## config.mk

```make
export PLATFORM = sky130hd
export DESIGN_NAME = trst_chain
export DESIGN_NICKNAME = d
export VERILOG_FILES = /design/src/hdl/tcp_stream_reassembly_tracker_defines.svh /design/src/hdl/trst_pkg.sv /design/src/hdl/trst_cell.sv /design/src/hdl/trst_chain.sv
export SDC_FILE = /design/constraint.sdc
export NUM_CORES = 2
export LEC_CHECK = 0
export BUFFER_PORTS_ARGS = -buffer_cell sky130_fd_sc_hd__clkbuf_2
export CORE_MARGIN = 1
export CORE_UTILIZATION = 55
export CTS_CLUSTER_DIAMETER = 200
export CTS_CLUSTER_SIZE = 40
export DETAILED_ROUTE_END_ITERATION = 8
export PLACE_DENSITY = 0.82
export SYNTH_ARGS = -nofsm -noshare
export SYNTH_HDL_FRONTEND = slang
export SYNTH_SLANG_ARGS = --single-unit
```

## constraint.sdc

```tcl
create_clock -name clock -period 13.55 [get_ports clock]
set_input_delay 0.6775 -clock clock [delete_from_list [all_inputs] [get_ports clock]]
set_output_delay 0.6775 -clock clock [all_outputs]
set_load 0.01 [all_outputs]
```

## src/hdl/tcp_stream_reassembly_tracker_defines.svh

```systemverilog
// Assertion macros for the TCP stream reassembly tracker.
// No dependencies; included by the top level only.
`ifndef TCP_STREAM_REASSEMBLY_TRACKER_DEFINES_SVH
`define TCP_STREAM_REASSEMBLY_TRACKER_DEFINES_SVH

// antecedent implies consequent in the same cycle
`define TRST_ASSERT_NOW(label, clk, rst, ante, cons) \
   label: assert property (@(posedge clk) disable iff (rst) (ante) |-> (cons)) \
      else $error("tracker check failed: same-cycle rule");

// antecedent implies consequent in the next cycle
`define TRST_ASSERT_NEXT(label, clk, rst, ante, cons) \
   label: assert property (@(posedge clk) disable iff (rst) (ante) |=> (cons)) \
      else $error("tracker check failed: next-cycle rule");

`endif

```

## src/hdl/trst_pkg.sv

```systemverilog
// Shared types and constants of the TCP stream reassembly tracker.
// No dependencies; used by the cell, the chain and the top level.
`default_nettype none

package trst_pkg;

   localparam int TRST_MAX_HELD = 32;

   localparam logic [3:0] CSR_FIRST_ADDR = 4'd0;
   localparam logic [3:0] CSR_FIRST_PORT = 4'd1;

   typedef struct packed {
      logic [31:0] seq;
      logic [15:0] len;
      logic        syn;
      logic        fin;
      logic        psh;
   } entry_type;

   typedef enum logic [1:0] {
      ST_IGNORED   = 2'd0,
      ST_HELD      = 2'd1,
      ST_EVICTED   = 2'd2,
      ST_DELIVERED = 2'd3
   } status_type;

   typedef struct packed {
      logic        direction;
      status_type  status;
      logic        from_held;
      logic [4:0]  slot;
      logic [15:0] skip;
      logic [15:0] newb;
      logic        parse;
   } result_type;

   // operation on a direction's held chain: keep or drop the head, or write a new entry at the tail
   typedef enum logic [2:0] {
      OP_NONE,
      OP_KEEP,
      OP_DROP,
      OP_WRITE,
      OP_EVICT_WRITE
   } chain_op_type;

   typedef enum logic [1:0] {
      SEL_HOLD,
      SEL_SHIFT,
      SEL_HEAD,
      SEL_NEW
   } cell_sel_type;

   typedef enum logic [2:0] {
      S_IDLE,
      S_HEAD,
      S_PASS_INIT,
      S_SCAN,
      S_SKIP,
      S_FINISH
   } state_type;

endpackage

`default_nettype wire

```

## src/hdl/trst_cell.sv

```systemverilog
// One held-segment cell: keeps, shifts in from its neighbor, takes the head or a new entry.
// Depends on trst_pkg.
`default_nettype none

module trst_cell (
   input  wire                    clock,
   input  trst_pkg::cell_sel_type sel,
   input  trst_pkg::entry_type    right_entry,
   input  trst_pkg::entry_type    head_entry,
   input  trst_pkg::entry_type    new_entry,
   output trst_pkg::entry_type    entry
);

   trst_pkg::entry_type entry_ff, entry_in;

   always_comb begin
      case (sel)
         trst_pkg::SEL_SHIFT: entry_in = right_entry;
         trst_pkg::SEL_HEAD:  entry_in = head_entry;
         trst_pkg::SEL_NEW:   entry_in = new_entry;
         default:             entry_in = entry_ff;
      endcase
   end

   always_ff @(posedge clock) begin
      entry_ff <= entry_in;
   end

   assign entry = entry_ff;

endmodule

`default_nettype wire

```

## src/hdl/trst_chain.sv

```systemverilog
// Held-segment store of one direction: a row of cells kept compact in arrival order.
// Depends on trst_pkg and trst_cell.
`default_nettype none

module trst_chain #(
   parameter int MAX_HELD = trst_pkg::TRST_MAX_HELD,
   localparam int CW = $clog2(MAX_HELD + 1)
) (
   input  wire                    clock,
   input  wire                    reset,
   input  trst_pkg::chain_op_type op,
   input  trst_pkg::entry_type    new_entry,
   output trst_pkg::entry_type    head,
   output logic [CW-1:0]          count
);

   trst_pkg::entry_type ent [MAX_HELD];
   logic [CW-1:0] count_ff, count_in;

   for (genvar i = 0; i < MAX_HELD; i++) begin : g_cell
      trst_pkg::cell_sel_type sel;
      trst_pkg::entry_type    right;

      if (i < MAX_HELD - 1) begin : g_mid
         assign right = ent[i+1];
      end else begin : g_end
         assign right = ent[i];
      end

      always_comb begin
         case (op)
            // rotation: the tail cell takes the old head
            trst_pkg::OP_KEEP:
               sel = (count_ff == CW'(i + 1)) ? trst_pkg::SEL_HEAD : trst_pkg::SEL_SHIFT;
            trst_pkg::OP_DROP:
               sel = trst_pkg::SEL_SHIFT;
            trst_pkg::OP_WRITE:
               sel = (count_ff == CW'(i)) ? trst_pkg::SEL_NEW : trst_pkg::SEL_HOLD;
            trst_pkg::OP_EVICT_WRITE:
               sel = (i == MAX_HELD - 1) ? trst_pkg::SEL_NEW : trst_pkg::SEL_SHIFT;
            default:
               sel = trst_pkg::SEL_HOLD;
         endcase
      end

      trst_cell u_cell (
         .clock       (clock),
         .sel         (sel),
         .right_entry (right),
         .head_entry  (ent[0]),
         .new_entry   (new_entry),
         .entry       (ent[i])
      );
   end

   always_comb begin
      case (op)
         trst_pkg::OP_DROP:  count_in = count_ff - CW'(1);
         trst_pkg::OP_WRITE: count_in = count_ff + CW'(1);
         default:            count_in = count_ff;
      endcase
   end

   always_ff @(posedge clock) begin
      if (reset) begin
         count_ff <= '0;
      end else begin
         count_ff <= count_in;
      end
   end

   assign head  = ent[0];
   assign count = count_ff;

endmodule

`default_nettype wire

```

==> impl_metrics.csv <==
group,metric,value,unit
drt,vias_per_cell,7.225,
worst_setup_path,cp.arrival,4840,ps
yosys,synth_edf_count,1632,
cts,cts_root_buffer,"clkbuf_16",
placement,dp_cells,7254,
cells_and_area,register_area,49130,µm²
worst_setup_path,end_kind,"flip-flop",
sta,max_slew.worst_pin.slew,1300,ps
sta,period_needed,4353,ps
drt,num_vias,52920,
worst_setup_path,startpoint_type,"flip-flop",
yosys,synth_area,79830,µm²
pwr,powerDensity,114.6,nW/µm²
cells_and_area,instances_no_fill,7325,
sta,slew_viol_final,0,
cts,postCtsHoldBufs,0,
cells_and_area,nFillCells,11070,
floorplanning,die_y,383.0,µm
floorplanning,fp.coreArea,143800,µm²
outcome,outcome,"finished, violations left",
yosys,synth_cells,5901,
sta,timing.fmax,229.7,MHz
sta,setup_viol,0,
cells_and_area,layout_commonest_cell,"edfxtp_1",
sta,rsz0062_at_grt,"no",
floorplanning,start_util,0.5550,
cts,clock-sinks,1638,
yosys,yosys.cell_types.count,48,
floorplanning,die-area,146700,µm²
cells_and_area,mostFrequentLayoutCells,"edfxtp_1 (1632), a22o_1 (1479), a21o_1 (1479), buf_4 (161), clkbuf_2 (112)",
drt,drt_iter0_markers,6338,
grt,grt-ovfl-total,0,
drt,avgRoutedWirePerCell,28.13,µm
placement,dp_hpwl,122500,µm
outcome,violations,"DRC",
cts,cts_resized,0,
yosys,synthArstFlopShare,0,
min_path,hold_path_class,"in -> reg",
pwr,leakage,34.56,nW
drt,ant_nets,0,
flow_run,drv_cap,0,
cells_and_area,utilization,0.5750,
grt,antenna_found_initial,7,
cells_and_area,syn_to_final_growth,3.607,%
cts,postCtsSetupRepairBufs,0,
yosys,syn_nets,5962,
drt,dr.pass1.iters,9,
cells_and_area,multiInputGateArea,28110,µm²
sta,fin_skew,26.36,ps
cts,cts_tree,"yes",
floorplanning,die_x,383.0,µm
sta,fin_setup_tns,0,ps
floorplanning,row_count,139,
yosys,ys.flop_type,"edfxtp_1",
grt,track_usage,0.2748,
worst_setup_path,rrSetupSlack,9200,ps
sta,finalHoldViolCount,0,
yosys,yosysSeqAreaShare,0.6154,
cts,htree_levels,2,
sta,slew_headroom,0.1312,
cts,clkTransAtPathRegs,140,ps
grt,grt_max_degree,54,
placement,gp_congestion,0.8829,
grt,first_global_vias,51700,
pwr,total_power,9.475,mW
yosys,ys_seq_elements,1638,
grt,grt_pass1_wl,316900,µm
yosys,ys_warn_count,0,
pwr,vdd_drop_max,0.1073,mV
sta,finalCritPeriodShare,0.3212,
drt,drc,10,
yosys,syn_area_per_cell,13.53,µm²
cts,cts_buffers,46,
drt,wl,206100,µm
worst_setup_path,critPathKind,"reg -> reg",
cells_and_area,num-nets-final,5460,
cts,clk_latency,730,ps
worst_setup_path,path_max_fanout,52,
cells_and_area,drive_above_1_share,0.1026,
placement,port_buffers,112,
worst_setup_path,crit_required,14030,ps
cts,clockBufferDepth,3,
floorplanning,io_pins,113,
critical path: stages (launching register included):
cell and delay [ps]:
dfxtp_1 520, ha_1 460, nand4b_1 970, nor2_4 1350, nor2_4 470, a21o_1 310
cell type report:
cell class	instances	share of cell area
multi-input combinational	3437	0.3398
timing repair buffer	273	0.02139
sequential	1638	0.5940
inverter	3	0.0001362
clock buffer	67	0.01576
tap	1903	0.02879
antenna	4	0.0001210
layer usage:
metal,wire length [µm],track usage,share of wire,up-vias
li1,-,-,-,22350
met1,80850,0.3848,0.39,27020
met2,96030,0.4404,0.47,3224
met3,22920,0.04422,0.11,329
met4,6250,0.08704,0.030,4
met5,29,0,0.00014,-
cell usage after synthesis, types with 2 or more instances:
master     instances  share of area
dfxtp_1            6         0.0015
a22oi_1           51         0.0048
nor2b_1            5        0.00039
xnor2_1            4        0.00044
a21oi_1           33         0.0021
or3_1              4        0.00031
nor2_1            78         0.0037
buf_2            200          0.013
a21o_1          1479           0.14
and2_1            23         0.0018
edfxtp_1        1632           0.61
inv_1              3        0.00014
and4bb_1           3        0.00047
nand4bb_1          4        0.00056
clkbuf_1         618          0.029
or4b_1             3        0.00038
buf_4              2        0.00019
nor3_1             3        0.00019
nand4_1            2        0.00016
and4bb_2           3        0.00047
and4b_1            2        0.00025
nor2_2            10        0.00078
nand4b_1           4        0.00044
ha_1               5        0.00078
o21ai_0            7        0.00044
buf_1              2       0.000094
mux2_2           102          0.014
nor4b_2            2        0.00038
nand2_1          109         0.0051
nor3_4             3        0.00061
a22o_1          1479           0.16
a2bb2oi_1          2        0.00022
nor3_2             3        0.00038
cells by family (layout without fill, tap and decap cells):
logic type | after synthesis | after routing | synth area share
other cells | 0 | 4 | 0
xor+xnor | 5 | 5 | 0.0005485
simple gates | 271 | 271 | 0.01762
buf+inv | 826 | 343 | 0.04208
fa+ha+maj | 5 | 5 | 0.0007837
flops | 1638 | 1638 | 0.6154
mux | 103 | 103 | 0.01451
compound gates | 3053 | 3053 | 0.3090
power breakdown:
part	total (mW)	internal, mW	switching (mW)
Sequential	6.28	6.15	0.130
Combinational	1.07	0.338	0.727
Clock	2.13	0.681	1.45
sequential cells by signal, indices dropped and copies added, names as in the netlist:
name and cells:
g_cell.u_cell.entry 1632, count 6
through the flow:
step	hold slack, ps	cell area [µm²]	worst slack [ps]
2_1_floorplan	491.3	79830	7902
3_3_place_gp	495.1	81390	9315
3_5_place_dp	500.8	81390	9208
4_1_cts	187.9	82700	9326
5_1_grt	223.7	82710	9024
6_report	225.4	82710	9197
final timing paths:
check	from	end	cells past startpoint
hold reg to reg	g_cell[15].u_cell.entry[46]	g_cell[14].u_cell.entry[46]	1
setup reg to reg	count[0]	g_cell[15].u_cell.entry[17]	5
setup / recovery	count[0]	g_cell[15].u_cell.entry[17]	5
hold / removal	reset	count[1]	2
No activity file was read; power rests on OpenSTA's default activity.
